`config.mk`:
```
export PLATFORM = sky130hd
export DESIGN_NAME = rstf_mul
export DESIGN_NICKNAME = d
export VERILOG_FILES = /design/src/rtl/rstf_pkg.sv /design/src/rtl/rstf_mul.sv
export SDC_FILE = /design/constraint.sdc
export NUM_CORES = 2
export LEC_CHECK = 0
export ABC_CLOCK_PERIOD_IN_PS = 26400
export BUFFER_PORTS_ARGS = -buffer_cell sky130_fd_sc_hd__clkbuf_2
export CAP_MARGIN = 25
export CELL_PAD_IN_SITES_DETAIL_PLACEMENT = 1
export CELL_PAD_IN_SITES_GLOBAL_PLACEMENT = 1
export CORE_MARGIN = 4
export CORE_UTILIZATION = 35
export CTS_CLUSTER_SIZE = 28
export DETAILED_ROUTE_END_ITERATION = 12
export PLACE_DENSITY_LB_ADDON = 0.1
export SETUP_SLACK_MARGIN = 0.05
export SYNTH_ARGS = -nofsm -noshare
export SYNTH_HDL_FRONTEND = slang
export SYNTH_SLANG_ARGS = --single-unit
```
`constraint.sdc`:
```
create_clock -name clk -period 26.4 [get_ports clk]
set_input_delay 5.28 -clock clk [delete_from_list [all_inputs] [get_ports clk]]
set_output_delay 5.28 -clock clk [all_outputs]
set_load 0.005 [all_outputs]
```
`src/rtl/rstf_pkg.sv`:
```
// Shared types, constants and helpers for the rectangular element stiffness core.
// No dependencies; every other file but rstf_checker imports this package.
`timescale 1ns / 1ps

package rstf_pkg;

  localparam int MAX_STEPS = 64;
  localparam int STEP_W    = $clog2(MAX_STEPS + 1);
  localparam int GRID_W    = 7;
  localparam int SUM_W     = 3 * STEP_W + 3;
  localparam int DEN_W     = 3 * STEP_W + 2;
  localparam int WORD_W    = 64;
  localparam int FRAC_W    = 32;
  localparam int NUM_W     = WORD_W + FRAC_W;
  localparam int PROD_W    = 2 * WORD_W;
  localparam int HALF_W    = WORD_W / 2;

  localparam logic signed [WORD_W-1:0] QUARTER   = 64'sh0000_0000_4000_0000;
  localparam logic signed [WORD_W-1:0] SAT_MAX   = 64'sh7FFF_FFFF_FFFF_FFFF;
  localparam logic signed [WORD_W-1:0] SAT_MIN   = 64'sh8000_0000_0000_0000;

  // configuration register indexes
  localparam logic [2:0] REG_GRID_STEPS = 3'd0;
  localparam logic [2:0] REG_ELASTIC_XX = 3'd1;
  localparam logic [2:0] REG_ELASTIC_XY = 3'd2;
  localparam logic [2:0] REG_ELASTIC_XS = 3'd3;
  localparam logic [2:0] REG_ELASTIC_YY = 3'd4;
  localparam logic [2:0] REG_ELASTIC_YS = 3'd5;
  localparam logic [2:0] REG_ELASTIC_SS = 3'd6;

  // divider jobs
  localparam logic [1:0] DIV_RH = 2'd0;
  localparam logic [1:0] DIV_RW = 2'd1;
  localparam logic [1:0] DIV_GA = 2'd2;
  localparam logic [1:0] DIV_GB = 2'd3;

  // per-element products of elasticity and aspect ratio
  localparam logic [2:0] PRE_XX_RH = 3'd0;
  localparam logic [2:0] PRE_SS_RW = 3'd1;
  localparam logic [2:0] PRE_XS_RH = 3'd2;
  localparam logic [2:0] PRE_YS_RW = 3'd3;
  localparam logic [2:0] PRE_YY_RW = 3'd4;
  localparam logic [2:0] PRE_SS_RH = 3'd5;
  localparam int         PRE_NUM   = 6;

  typedef enum logic [3:0] {
    ST_IDLE,
    ST_BOX,
    ST_CHK,
    ST_SUM,
    ST_DIV_GO,
    ST_DIV_WAIT,
    ST_PRE_GO,
    ST_PRE_WAIT,
    ST_TERM_GO,
    ST_TERM_WAIT,
    ST_OUT
  } state_t;

  typedef enum logic [1:0] {
    KIND_UU,
    KIND_UV,
    KIND_VV
  } kind_t;

  typedef struct packed {
    logic busy;
    logic done;
  } unit_stat_t;

  function automatic logic signed [WORD_W-1:0] sat_add(
    input logic signed [WORD_W-1:0] a,
    input logic signed [WORD_W-1:0] b
  );
    logic signed [WORD_W:0] s;
    s = {a[WORD_W-1], a} + {b[WORD_W-1], b};
    if (s[WORD_W] != s[WORD_W-1]) begin
      return s[WORD_W] ? SAT_MIN : SAT_MAX;
    end
    return s[WORD_W-1:0];
  endfunction

endpackage

```
`src/rtl/rstf_mul.sv`:
```
// Sequential Q32.32 multiplier: four 32x32 partial products, rounding and saturation.
// Depends on rstf_pkg.
`timescale 1ns / 1ps

module rstf_mul (
  input  logic                               clk,
  input  logic                               rst,
  input  logic                               start,
  input  logic signed [rstf_pkg::WORD_W-1:0] a,
  input  logic signed [rstf_pkg::WORD_W-1:0] b,
  output logic signed [rstf_pkg::WORD_W-1:0] result,
  output rstf_pkg::unit_stat_t               stat
);
  import rstf_pkg::*;

  logic [WORD_W-1:0] ma, mb;
  logic              neg;
  logic [PROD_W-1:0] acc;
  logic [2:0]        step;
  logic              busy, done;

  logic [HALF_W-1:0] ha, hb;
  logic [WORD_W-1:0] pp;
  logic [PROD_W-1:0] pp_sh;
  logic [PROD_W-1:0] rnd;
  logic [WORD_W-1:0] rmag;
  logic signed [WORD_W-1:0] fin;

  assign ha = step[1] ? ma[WORD_W-1:HALF_W] : ma[HALF_W-1:0];
  assign hb = step[0] ? mb[WORD_W-1:HALF_W] : mb[HALF_W-1:0];
  assign pp = ha * hb;

  always_comb begin
    case ({1'b0, step[1]} + {1'b0, step[0]})
      2'd0:    pp_sh = PROD_W'(pp);
      2'd1:    pp_sh = PROD_W'(pp) << HALF_W;
      2'd2:    pp_sh = PROD_W'(pp) << WORD_W;
      default: pp_sh = '0;
    endcase
  end

  // round to nearest, ties away from zero, then saturate on the signed range
  always_comb begin
    rnd  = acc + (PROD_W'(1) << (FRAC_W - 1));
    rmag = rnd[NUM_W-1:FRAC_W];
    if (rnd[PROD_W-1:NUM_W] != '0) begin
      fin = neg ? SAT_MIN : SAT_MAX;
    end else if (!neg) begin
      fin = rmag[WORD_W-1] ? SAT_MAX : $signed(rmag);
    end else if (rmag[WORD_W-1]) begin
      fin = SAT_MIN;
    end else begin
      fin = -$signed(rmag);
    end
  end

  always_ff @(posedge clk) begin
    if (rst) begin
      busy <= 1'b0;
      done <= 1'b0;
      step <= '0;
    end else begin
      done <= 1'b0;
      if (start) begin
        busy <= 1'b1;
        step <= '0;
      end else if (busy) begin
        if (step == 3'd4) begin
          busy <= 1'b0;
          done <= 1'b1;
        end else begin
          step <= step + 3'd1;
        end
      end
    end
  end

  always_ff @(posedge clk) begin
    if (start) begin
      ma  <= a[WORD_W-1] ? WORD_W'(-a) : WORD_W'(a);
      mb  <= b[WORD_W-1] ? WORD_W'(-b) : WORD_W'(b);
      neg <= a[WORD_W-1] ^ b[WORD_W-1];
      acc <= '0;
    end else if (busy) begin
      if (step == 3'd4) begin
        result <= fin;
      end else begin
        acc <= acc + pp_sh;
      end
    end
  end

  assign stat.busy = busy;
  assign stat.done = done;

endmodule

```
==> results.py <==
metrics = {
    "cts": {
        "numCtsBuffers": 47,
        "clk-insertion-delay-late_ns": 0.69,
        "clockRootBuffer": "clkbuf_16",
        "ctsResizeCount": 0,
        "cts.sinks": 326,
        "cts_setup_buffers": 0,
        "path_clk_slew_ns": 0.06,
        "cts-htree-levels": 2,
        "cts_tree": "yes",
        "cts-hold-fix-buffers": 0,
        "cts_max_path_buffers": 3,
    },
    "logic_synthesis": {
        "ys_ff_latch": 326,
        "synthesis.area_um2": 61300,
        "yosys-top-cells-area": "fa_1 29%, edfxtp_1 9.5%, ha_1 8.1%",
        "yosysWarnings": 0,
        "synth_top_area_cell": "fa_1",
        "synth_edf_count": 193,
        "synth.top_cell.area_share_pct": 29.3,
        "synth_cell_types": 93,
        "synthFlopType": "edfxtp_1",
        "synth-async-reset-ratio_pct": 0,
        "synth_nets": 8755,
        "ys_seq_area_share_pct": 13.8,
        "syn_area_per_cell_um2": 8.36,
        "synth_cells": 7329,
    },
    "timing": {
        "tightest_slew_ns": 1.21,
        "hold_violations": 0,
        "slew_viol_final": 0,
        "max_slew_margin_pct": 18.8,
        "fmax_ghz": 0.0663,
        "setup_viol": 0,
        "fin_skew_ns": 0.0564,
        "rsz0062_at_grt": "no",
        "period_needed_ns": 15.08,
        "period_share_pct": 57.1,
        "tns_ns": 0,
    },
    "drt": {
        "wl_met1_um": 115000,
        "drc": 0,
        "wl_met3_um": 16200,
        "wirelength_um": 257000,
        "routed-wl-met2_um": 118000,
        "routedWlPerCell_um": 26.6,
        "drtIter0Drc": 4119,
        "drtAntennaViolNets": 0,
        "first_pass_iters": 5,
        "vias": 54400,
        "routed_via_density": 5.61,
        "routed.top_layer": "met5",
    },
    "worst_setup_path": {
        "critPathLaunchType": "register",
        "reg2reg_slack_ns": 11.32,
        "crit_path_frequent_cell": "fa_1",
        "crit_path_max_incr_delay_ns": 0.96,
        "rr_startpoint": "step[1]$_SDFFE_PP0P_",
        "cp_slowest_cell": "mux2i_4",
        "r2r-end": "acc[125]$_SDFFE_PP0P_",
        "cp-end-kind": "register",
        "cp.arrival_ns": 15.64,
        "r2r_cells": 39,
        "path_class": "register to register",
        "crit_path_max_fanout": 43,
        "required_ns": 26.97,
    },
    "final_layout": {
        "final_nets": 8739,
        "syn2layout_area_growth_pct": 8.71,
        "drive_gt1_share_pct": 8.27,
    },
    "floorplan": {
        "row_count": 153,
        "die_h_um": 426,
        "core_um2": 174000,
        "fp.dieW_um": 426,
        "dieArea_um2": 182000,
        "initial_core_util_pct": 35.2,
        "io_pins": 197,
    },
    "placed_design": {
        "numPortBuffers": 196,
        "gp_congestion": 0.927,
        "hpwlAfterDp_um": 207000,
    },
    "worst_hold_path": {
        "min_path_cells": 2,
        "hold_path.class": "register to register",
        "min_from": "acc[4]$_SDFFE_PP0P_",
        "min_to": "acc[4]$_SDFFE_PP0P_",
    },
    "global_route": {
        "grt-ovfl-total": 0,
        "first_global_vias": 56600,
        "antenna_found_initial": 14,
        "grt_max_degree": 78,
        "grt_first_pass_wirelength_um": 380000,
        "grtUsageTotal_pct": 28.0,
    },
    "run_status": {
        "outcome": "complete, no violations",
    },
    "flow_run": {
        "maxCapViolCount": 0,
    },
}
==> area by class of cell <==
type / instances / area (um^2)
Fill cell: 20600 / 107000
Antenna cell: 8 / 20.0
Inverter: 999 / 3750
Multi-Input combinational cell: 5611 / 47900
Clock inverter: 36 / 365
Clock buffer: 51 / 1210
Tap cell: 2325 / 2910
Timing Repair Buffer: 328 / 2000
Sequential cell: 326 / 8470
==> per-stage QoR <==
step	utilization [%]	area (um^2)	hold slack (ns)	setup slack (ns)	instances
floorplan	-	61300	0.436	14.25	7329
global placement	37.3	64900	0.443	11.50	9581
detailed placement	37.3	64900	0.454	11.84	9585
CTS	38.2	66500	0.466	11.81	9672
global route	38.3	66600	0.485	10.90	9677
finish	38.3	66600	0.460	11.32	9684
==> state kept, by name, summed over array words and instances, names as in the netlist <==
name and count:
step 3, ma 64, busy 1, result 64
mb 64, acc 128, neg 1, done 1
==> critical path, delay by kind of cell, from the launching register on <==
kind | cells | cell delay [ns]
adder cells (fa/ha/maj) | 10 | 4.78
AO/OA/AOI/OAI | 13 | 4.73
AND/OR/NAND/NOR | 6 | 1.70
buffers and inverters | 8 | 1.37
multiplexers | 1 | 0.96
XOR/XNOR | 1 | 0.75
flip-flops | 1 | 0.61
==> how the worst max path moves through the flow <==
stage	startpoint	slack, ns	cells past startpoint	end
floorplan	step[0]$_SDFFE_PP0P_	14.25	42	acc[125]$_SDFFE_PP0P_
finish	step[1]$_SDFFE_PP0P_	11.32	39	acc[125]$_SDFFE_PP0P_
global route	step[1]$_SDFFE_PP0P_	10.90	39	acc[125]$_SDFFE_PP0P_
global placement	step[1]$_SDFFE_PP0P_	11.50	39	acc[125]$_SDFFE_PP0P_
CTS	step[1]$_SDFFE_PP0P_	11.81	40	acc[125]$_SDFFE_PP0P_
detailed placement	step[1]$_SDFFE_PP0P_	11.84	40	acc[125]$_SDFFE_PP0P_
==> Yosys cell counts, types with 82 or more instances <==
cell type  count
nand4_1      104
and2_1        82
xor2_1       108
xnor2_1      275
inv_1        999
fa_1         897
nor3_1       122
nand2_1      912
mux2i_1       83
dfxtp_1      133
nand3_1      128
edfxtp_1     193
a21oi_1      351
clkbuf_1     344
nor2_1       852
ha_1         398
a21o_1       145
o21ai_0      218
==> cell families after synthesis <==
logic type,count (synthesis),share of synthesized area [%]
muxes,159,2.75
adders and majority gates,1295,37.4
AOI/OAI and AO/OA,1246,13.2
buffers and inverters,1392,8.58
xor gates and xnor gates,383,5.48
DFF,326,13.8
and+or+nand+nor,2528,18.7
==> layout by cell type (no fill, tap or decap), types with 22 or more instances in the layout <==
| cell | Yosys | layout |
|---|---|---|
| mux2_2 | 74 | 74 |
| o22ai_1 | 68 | 68 |
| a21boi_0 | 23 | 23 |
| inv_1 | 999 | 999 |
| o211ai_1 | 35 | 35 |
| clkbuf_16 | 0 | 48 |
| o31ai_1 | 59 | 59 |
| nand3_1 | 128 | 128 |
| and3_1 | 68 | 68 |
| o21ai_0 | 218 | 218 |
| mux2i_2 | 0 | 44 |
| edfxtp_1 | 193 | 193 |
| nand2_1 | 912 | 911 |
| and2_1 | 82 | 81 |
| nand4_1 | 104 | 104 |
| a31oi_1 | 34 | 34 |
| fa_1 | 897 | 897 |
| clkbuf_2 | 0 | 195 |
| o21a_1 | 42 | 42 |
| a21oi_1 | 351 | 350 |
| a22o_1 | 41 | 41 |
| xor2_1 | 108 | 108 |
| o21bai_1 | 60 | 60 |
| nand2b_1 | 24 | 24 |
| or4_1 | 30 | 30 |
| nor3_1 | 122 | 122 |
| a21o_1 | 145 | 145 |
| ha_1 | 398 | 398 |
| a211oi_1 | 28 | 28 |
| nor4_1 | 34 | 34 |
| or3_1 | 43 | 42 |
| nor2b_1 | 24 | 23 |
| buf_4 | 2 | 131 |
| nor2_1 | 852 | 849 |
| and4_1 | 22 | 22 |
| mux2i_1 | 83 | 29 |
| dfxtp_1 | 133 | 131 |
| xnor2_1 | 275 | 275 |
==> metal layers <==
layer / track usage, % / up-vias
li1: - / 24200
met1: 38.9 / 28400
met2: 45.0 / 1504
met3: 4.63 / 311
met4: 8.10 / 4
met5: 0 / -
Power is not shown: default switching activity piles up to over one toggle a cycle in this logic, so the estimate is an artifact.
