<file path="src/rtl/rstf_pkg.sv">
// Shared types, constants and helpers for the rectangular element stiffness core.
// No dependencies; every other file but rstf_checker imports this package.
`timescale 1ns / 1ps

package rstf_pkg;

  localparam int MAX_STEPS = 64;
  localparam int STEP_W    = $clog2(MAX_STEPS + 1);
  localparam int GRID_W    = 7;
  localparam int SUM_W     = 3 * STEP_W + 3;
  localparam int DEN_W     = 3 * STEP_W + 2;
  localparam int WORD_W    = 64;
  localparam int FRAC_W    = 32;
  localparam int NUM_W     = WORD_W + FRAC_W;
  localparam int PROD_W    = 2 * WORD_W;
  localparam int HALF_W    = WORD_W / 2;

  localparam logic signed [WORD_W-1:0] QUARTER   = 64'sh0000_0000_4000_0000;
  localparam logic signed [WORD_W-1:0] SAT_MAX   = 64'sh7FFF_FFFF_FFFF_FFFF;
  localparam logic signed [WORD_W-1:0] SAT_MIN   = 64'sh8000_0000_0000_0000;

  // configuration register indexes
  localparam logic [2:0] REG_GRID_STEPS = 3'd0;
  localparam logic [2:0] REG_ELASTIC_XX = 3'd1;
  localparam logic [2:0] REG_ELASTIC_XY = 3'd2;
  localparam logic [2:0] REG_ELASTIC_XS = 3'd3;
  localparam logic [2:0] REG_ELASTIC_YY = 3'd4;
  localparam logic [2:0] REG_ELASTIC_YS = 3'd5;
  localparam logic [2:0] REG_ELASTIC_SS = 3'd6;

  // divider jobs
  localparam logic [1:0] DIV_RH = 2'd0;
  localparam logic [1:0] DIV_RW = 2'd1;
  localparam logic [1:0] DIV_GA = 2'd2;
  localparam logic [1:0] DIV_GB = 2'd3;

  // per-element products of elasticity and aspect ratio
  localparam logic [2:0] PRE_XX_RH = 3'd0;
  localparam logic [2:0] PRE_SS_RW = 3'd1;
  localparam logic [2:0] PRE_XS_RH = 3'd2;
  localparam logic [2:0] PRE_YS_RW = 3'd3;
  localparam logic [2:0] PRE_YY_RW = 3'd4;
  localparam logic [2:0] PRE_SS_RH = 3'd5;
  localparam int         PRE_NUM   = 6;

  typedef enum logic [3:0] {
    ST_IDLE,
    ST_BOX,
    ST_CHK,
    ST_SUM,
    ST_DIV_GO,
    ST_DIV_WAIT,
    ST_PRE_GO,
    ST_PRE_WAIT,
    ST_TERM_GO,
    ST_TERM_WAIT,
    ST_OUT
  } state_t;

  typedef enum logic [1:0] {
    KIND_UU,
    KIND_UV,
    KIND_VV
  } kind_t;

  typedef struct packed {
    logic busy;
    logic done;
  } unit_stat_t;

  function automatic logic signed [WORD_W-1:0] sat_add(
    input logic signed [WORD_W-1:0] a,
    input logic signed [WORD_W-1:0] b
  );
    logic signed [WORD_W:0] s;
    s = {a[WORD_W-1], a} + {b[WORD_W-1], b};
    if (s[WORD_W] != s[WORD_W-1]) begin
      return s[WORD_W] ? SAT_MIN : SAT_MAX;
    end
    return s[WORD_W-1:0];
  endfunction

endpackage

</file>
<file path="src/rtl/rstf_div.sv">
// Restoring divider, one quotient bit per cycle, quotient saturated to the signed range.
// Depends on rstf_pkg.
`timescale 1ns / 1ps

module rstf_div (
  input  logic                               clk,
  input  logic                               rst,
  input  logic                               start,
  input  logic [rstf_pkg::NUM_W-1:0]         dividend,
  input  logic [rstf_pkg::WORD_W-1:0]        divisor,
  output logic signed [rstf_pkg::WORD_W-1:0] quotient,
  output rstf_pkg::unit_stat_t               stat
);
  import rstf_pkg::*;

  localparam int CNT_W = $clog2(NUM_W);

  logic [NUM_W-1:0]  num;
  logic [NUM_W-1:0]  q;
  logic [WORD_W-1:0] rem;
  logic [WORD_W-1:0] den;
  logic [CNT_W-1:0]  cnt;
  logic              busy, done;

  logic [WORD_W:0]   rem2;
  logic              ge;
  logic [WORD_W:0]   diff;

  assign rem2 = {rem, num[NUM_W-1]};
  assign ge   = rem2 >= {1'b0, den};
  assign diff = rem2 - {1'b0, den};

  always_ff @(posedge clk) begin
    if (rst) begin
      busy <= 1'b0;
      done <= 1'b0;
      cnt  <= '0;
    end else begin
      done <= 1'b0;
      if (start) begin
        busy <= 1'b1;
        cnt  <= '0;
      end else if (busy) begin
        cnt <= cnt + CNT_W'(1);
        if (cnt == CNT_W'(NUM_W - 1)) begin
          busy <= 1'b0;
          done <= 1'b1;
        end
      end
    end
  end

  always_ff @(posedge clk) begin
    if (start) begin
      num <= dividend;
      den <= divisor;
      rem <= '0;
      q   <= '0;
    end else if (busy) begin
      num <= num << 1;
      rem <= ge ? diff[WORD_W-1:0] : rem2[WORD_W-1:0];
      q   <= {q[NUM_W-2:0], ge};
    end
  end

  assign quotient = (q[NUM_W-1:WORD_W-1] != '0) ? SAT_MAX : $signed(q[WORD_W-1:0]);
  assign stat.busy = busy;
  assign stat.done = done;

endmodule

</file>
<file path="config.mk">
export PLATFORM = sky130hd
export DESIGN_NAME = rstf_div
export DESIGN_NICKNAME = d
export VERILOG_FILES = /design/src/rtl/rstf_pkg.sv /design/src/rtl/rstf_div.sv
export SDC_FILE = /design/constraint.sdc
export NUM_CORES = 1
export LEC_CHECK = 0
export BUFFER_PORTS_ARGS = -buffer_cell sky130_fd_sc_hd__buf_4
export CORE_ASPECT_RATIO = 0.8
export CORE_MARGIN = 5
export CORE_UTILIZATION = 40
export CTS_CLUSTER_SIZE = 8
export DETAILED_ROUTE_END_ITERATION = 7
export GPL_TIMING_DRIVEN = 0
export HOLD_SLACK_MARGIN = 0.08
export SLEW_MARGIN = 20
export SYNTH_ARGS = -nofsm -noshare
export SYNTH_HDL_FRONTEND = slang
export SYNTH_SLANG_ARGS = --single-unit
</file>
<file path="constraint.sdc">
create_clock -name clk -period 7.4 [get_ports clk]
set_clock_uncertainty 0.15 [all_clocks]
set_input_delay 1.48 -clock clk [delete_from_list [all_inputs] [get_ports clk]]
set_output_delay 1.48 -clock clk [all_outputs]
set_load 0.005 [all_outputs]
</file>
==> impl.org <==
** Power
- The analysis attributes to net switching a power of 0.00124 W.
- Pwr/cell area :: 230 nW/um2
- Power Internal :: 0.00353 W
- The clock network accounts for 42.3% of the total power.
- Leak Pwr :: 8.87 nW
- The worst-case IR drop observed on VDD is 0.000207 V.
- Net switching fraction of the power :: 26.0%
- Per report_power, the combinational group accounts for 14.1% of the total.
- Sequential fraction of design power :: 43.6%

** Place
- At the end of routability-driven placement, the weighted congestion stood at 0.926.
- Detailed-placement wirelength estimate :: 33700 um
- Count of input and output buffers :: 227

** Min path
- Type of the most critical hold path :: reg2reg
- Hold Startpoint :: q[0]$_SDFFE_PP0P_

** Run
- Max-cap check violation count :: 0

** Synth
- Cell type contributing the most total cell area after synthesis :: sky130_fd_sc_hd__edfxtp_1
- Of the synthesized area, sequential elements account for 48.4%.
- In the synthesized netlist the dominant register cell turns out to be sky130_fd_sc_hd__dfxtp_1.
- Counting flops and latches in the post-synthesis netlist gives 329.
- Synthesis instantiated 68 different standard cells from the library.
- Counting every instance in the synthesized netlist gives 1675.
- Netlist area before placement :: 16900 um2
- Number of flops mapped to enable cells by yosys :: 160
- Synthesized area per cell :: 10.1 um2
- Asr flop ratio synth :: 0%
- Syn Nets :: 1904
- Sorting the synthesized cells by area gives the leading types as sky130_fd_sc_hd__edfxtp_1 (28%), sky130_fd_sc_hd__dfxtp_1 (20%), sky130_fd_sc_hd__mux2i_1 (6.5%), sky130_fd_sc_hd__mux2_2 (6.3%), sky130_fd_sc_hd__nor2_1 (4.9%).
- Proportion of netlist area held by the largest area contributor :: 28.4%
- Yosys warnings :: 0

** Cells and area
- Fill cell total of the finished layout :: 3917
- The number of antenna diodes in the final layout is 0.
- Cells fill 49.6% of the core in the end.
- Final net count :: 2181
- Growth of design area from synthesis to finish :: 22.6%
- Most frequent cells in the layout :: sky130_fd_sc_hd__buf_4 (234), sky130_fd_sc_hd__nor2_1 (223), sky130_fd_sc_hd__dfxtp_1 (169)
- The library cell used most frequently in the layout, excluding fill and tap cells, is sky130_fd_sc_hd__buf_4.
- Share of post-route cells with drive strength above 1 :: 20.5%

** Worst setup path
- Tracing the worst setup path back leads to its startpoint at q[89]$_SDFFE_PP0P_.
- Worst Path Arrival :: 2920 ps
- Critical path peak fanout :: 10
- At the worst endpoint, the required time is 5770 ps.
- The worst setup path is of the reg2out kind.
- STA classifies the critical path startpoint as a flop.
- The worst setup path is captured at an output pin.
- Startpoint of the worst register-to-register path :: den[15]$_DFFE_PP_

** Clocking
- TritonCTS built the clock tree.
- Clock tree sinks :: 329
- For the worst-skew pair, the clock arrives at the later sink with an insertion delay of 570 ps.
- Buffers inserted during clock tree synthesis total 47.
- Number of hold buffers added after cts :: 0
- Post-CTS Repair Setup Buffers :: 0
- Clock-pin slew was measured on the worst setup and hold paths at 60 ps.
- The H-tree was split into 2 levels.
- The clock passes through at most 3 buffers.
- CTS placed an instance of sky130_fd_sc_hd__clkbuf_16 at the clock tree root.
- After clock tree synthesis, the repair step resized 0 gates.

** Die
- Area enclosed by the die boundary :: 46500 um2
- Area of the placeable core :: 41800 um2
- Measured along the y axis, the die boundary spans 194 um.
- 229 I/O pins were placed.
- Die width :: 240 um
- Effective utilization at floorplan :: 40.4%
- Core Rows :: 67

** STA
- Worst rel slew slack :: 38.8%
- Based on the critical path, the design can be clocked at up to 0.220 GHz.
- RSZ-0062 raised after global routing :: false
- Final-report max-slew violation count :: 0
- The smallest clock period supported by the final layout is computed as 4550 ps.
- Count of endpoints failing setup in the final report :: 0
- The number of endpoints with negative hold slack in the final report was 0.
- The worst path uses 61.5% of the clock period.
- At the pin with the least slew margin, the transition time is 919 ps.
- Adding up every negative setup slack in the final design gives 0 ps.

** Global route
- Antenna violations before repair :: 2
- For this run, the total global-route usage over all layers was measured as 19.0%.
- Wire length of the first global-routing pass :: 71900 um
- Number of global-route vias before repair :: 13000
- The total overflow left after global routing is 0.
- Pin count of the biggest net entering global routing :: 66

** Route
- Total wirelength of the detailed-routed design :: 45700 um
- DRT Pass-1 Iters :: 5
- Drc violations :: 0
- First DRT Iteration DRCs :: 875
- Using the TritonRoute via totals, the vias-per-cell ratio works out to 5.20.
- In the final routed layout, each cell accounts on average for 18.0 um.
- Across all layers, the routed design uses 13200 vias.
- In this run the remaining antenna-violating nets after routing total 0.

** Status
- The flow ran to the end, and the final reports show no timing, DRC or antenna violations.
per-stage QoR:
step | cells | worst slack (ps) | hold WS, ps | cell area (um2) | power, W
2_1_floorplan | 1675 | 2920 | 280 | 16900 | 0.00256
6_report | 2537 | 2850 | 324 | 20700 | 0.00477
3_5_place_dp | 2455 | 2660 | 319 | 19300 | 0.00278
5_1_grt | 2537 | 2630 | 355 | 20700 | 0.00501
4_1_cts | 2537 | 2800 | 328 | 20700 | 0.00484
3_3_place_gp | 2454 | 783 | 316 | 19300 | 0.00278
worst max-delay path, stage by stage (launching register included):
cell and delay [ps]:
sky130_fd_sc_hd__dfxtp_1 320, sky130_fd_sc_hd__nor4_1 490, sky130_fd_sc_hd__nand4_1 170, sky130_fd_sc_hd__nor3_2 680, sky130_fd_sc_hd__clkbuf_1 400, sky130_fd_sc_hd__nand2b_1 130, sky130_fd_sc_hd__buf_4 160
metal layers:
layer	track usage (%)	part of all wire, %
met1	27.1	47
met2	28.4	43
met3	6.23	8.4
met4	4.26	2.0
met5	0	0.064
power groups by stage:
stage	clock network (W)	registers (W)	logic [W]
6_report	0.00202	0.00208	0.000673
5_1_grt	0.00218	0.00209	0.000746
4_1_cts	0.00209	0.00208	0.000671
3_5_place_dp	0	0.00211	0.000668
3_3_place_gp	0	0.00212	0.000659
2_1_floorplan	0	0.00210	0.000460
cell usage after synthesis (3+ instances only):
master / count
sky130_fd_sc_hd__nor2_1: 223
sky130_fd_sc_hd__dfxtp_1: 169
sky130_fd_sc_hd__edfxtp_1: 160
sky130_fd_sc_hd__a21oi_1: 116
sky130_fd_sc_hd__mux2i_1: 110
sky130_fd_sc_hd__mux2_2: 95
sky130_fd_sc_hd__inv_1: 88
sky130_fd_sc_hd__nand2_1: 84
sky130_fd_sc_hd__clkbuf_1: 74
sky130_fd_sc_hd__nand2b_1: 73
sky130_fd_sc_hd__ha_1: 65
sky130_fd_sc_hd__o21ai_0: 63
sky130_fd_sc_hd__a211oi_1: 48
sky130_fd_sc_hd__xor2_1: 33
sky130_fd_sc_hd__xnor2_1: 28
sky130_fd_sc_hd__a21o_1: 27
sky130_fd_sc_hd__nand4_1: 25
sky130_fd_sc_hd__nor3_1: 19
sky130_fd_sc_hd__nand3_1: 18
sky130_fd_sc_hd__o21bai_1: 13
sky130_fd_sc_hd__nor4_1: 11
sky130_fd_sc_hd__a31oi_1: 10
sky130_fd_sc_hd__a32oi_1: 10
sky130_fd_sc_hd__or3_1: 8
sky130_fd_sc_hd__buf_1: 7
sky130_fd_sc_hd__buf_4: 7
sky130_fd_sc_hd__nor2b_1: 6
sky130_fd_sc_hd__and3_1: 5
sky130_fd_sc_hd__buf_2: 5
sky130_fd_sc_hd__a211o_1: 4
sky130_fd_sc_hd__a22o_1: 4
sky130_fd_sc_hd__a22oi_1: 4
sky130_fd_sc_hd__a31o_2: 4
sky130_fd_sc_hd__o211ai_1: 4
sky130_fd_sc_hd__or2_2: 4
sky130_fd_sc_hd__a21boi_0: 3
sky130_fd_sc_hd__a221oi_1: 3
sky130_fd_sc_hd__and4_1: 3
sky130_fd_sc_hd__o2111ai_1: 3
sky130_fd_sc_hd__o21a_1: 3
sky130_fd_sc_hd__o21ai_1: 3
sky130_fd_sc_hd__o31ai_1: 3
path summary, 6_finish.rpt:
check | end | slack [ps] | depth (start not counted)
worst max-delay path | quotient[62] | 2850 | 6
worst min-delay path | q[0]$_SDFFE_PP0P_ | 320 | 2
worst max register to register | rem[30]$_SDFFE_PP0P_ | 3470 | 13
worst min register to register | q[0]$_SDFFE_PP0P_ | 320 | 2
flip-flops by register name, indices dropped and copies added, names as in the netlist:
name,cells
busy,1
cnt,7
den,64
done,1
num,96
q,96
rem,64
logic make-up (layout without fill, tap and decap cells):
| logic type | count (synthesis) | count (layout) | share of synthesized area [%] |
|---|---|---|---|
| other cells | 1 | 1 | 0.0222 |
| mux | 205 | 205 | 12.8 |
| xor+xnor | 61 | 61 | 3.16 |
| simple gates | 490 | 490 | 13.5 |
| fa+ha+maj | 66 | 66 | 4.93 |
| compound gates | 340 | 340 | 12.8 |
| flops | 329 | 329 | 48.4 |
| buf+inv | 183 | 493 | 4.37 |
cell type report:
class	count	area (um2)	area share (%)
Inverter	88	335	1.62
Clock inverter	3	76.3	0.368
Clock buffer	79	1320	6.35
Tap cell	552	691	3.33
Timing Repair Buffer	228	1730	8.35
Buffer	95	408	1.97
Multi-Input combinational cell	1163	7990	38.5
Sequential cell	329	8190	39.5
(Power assumes the default switching activity.)
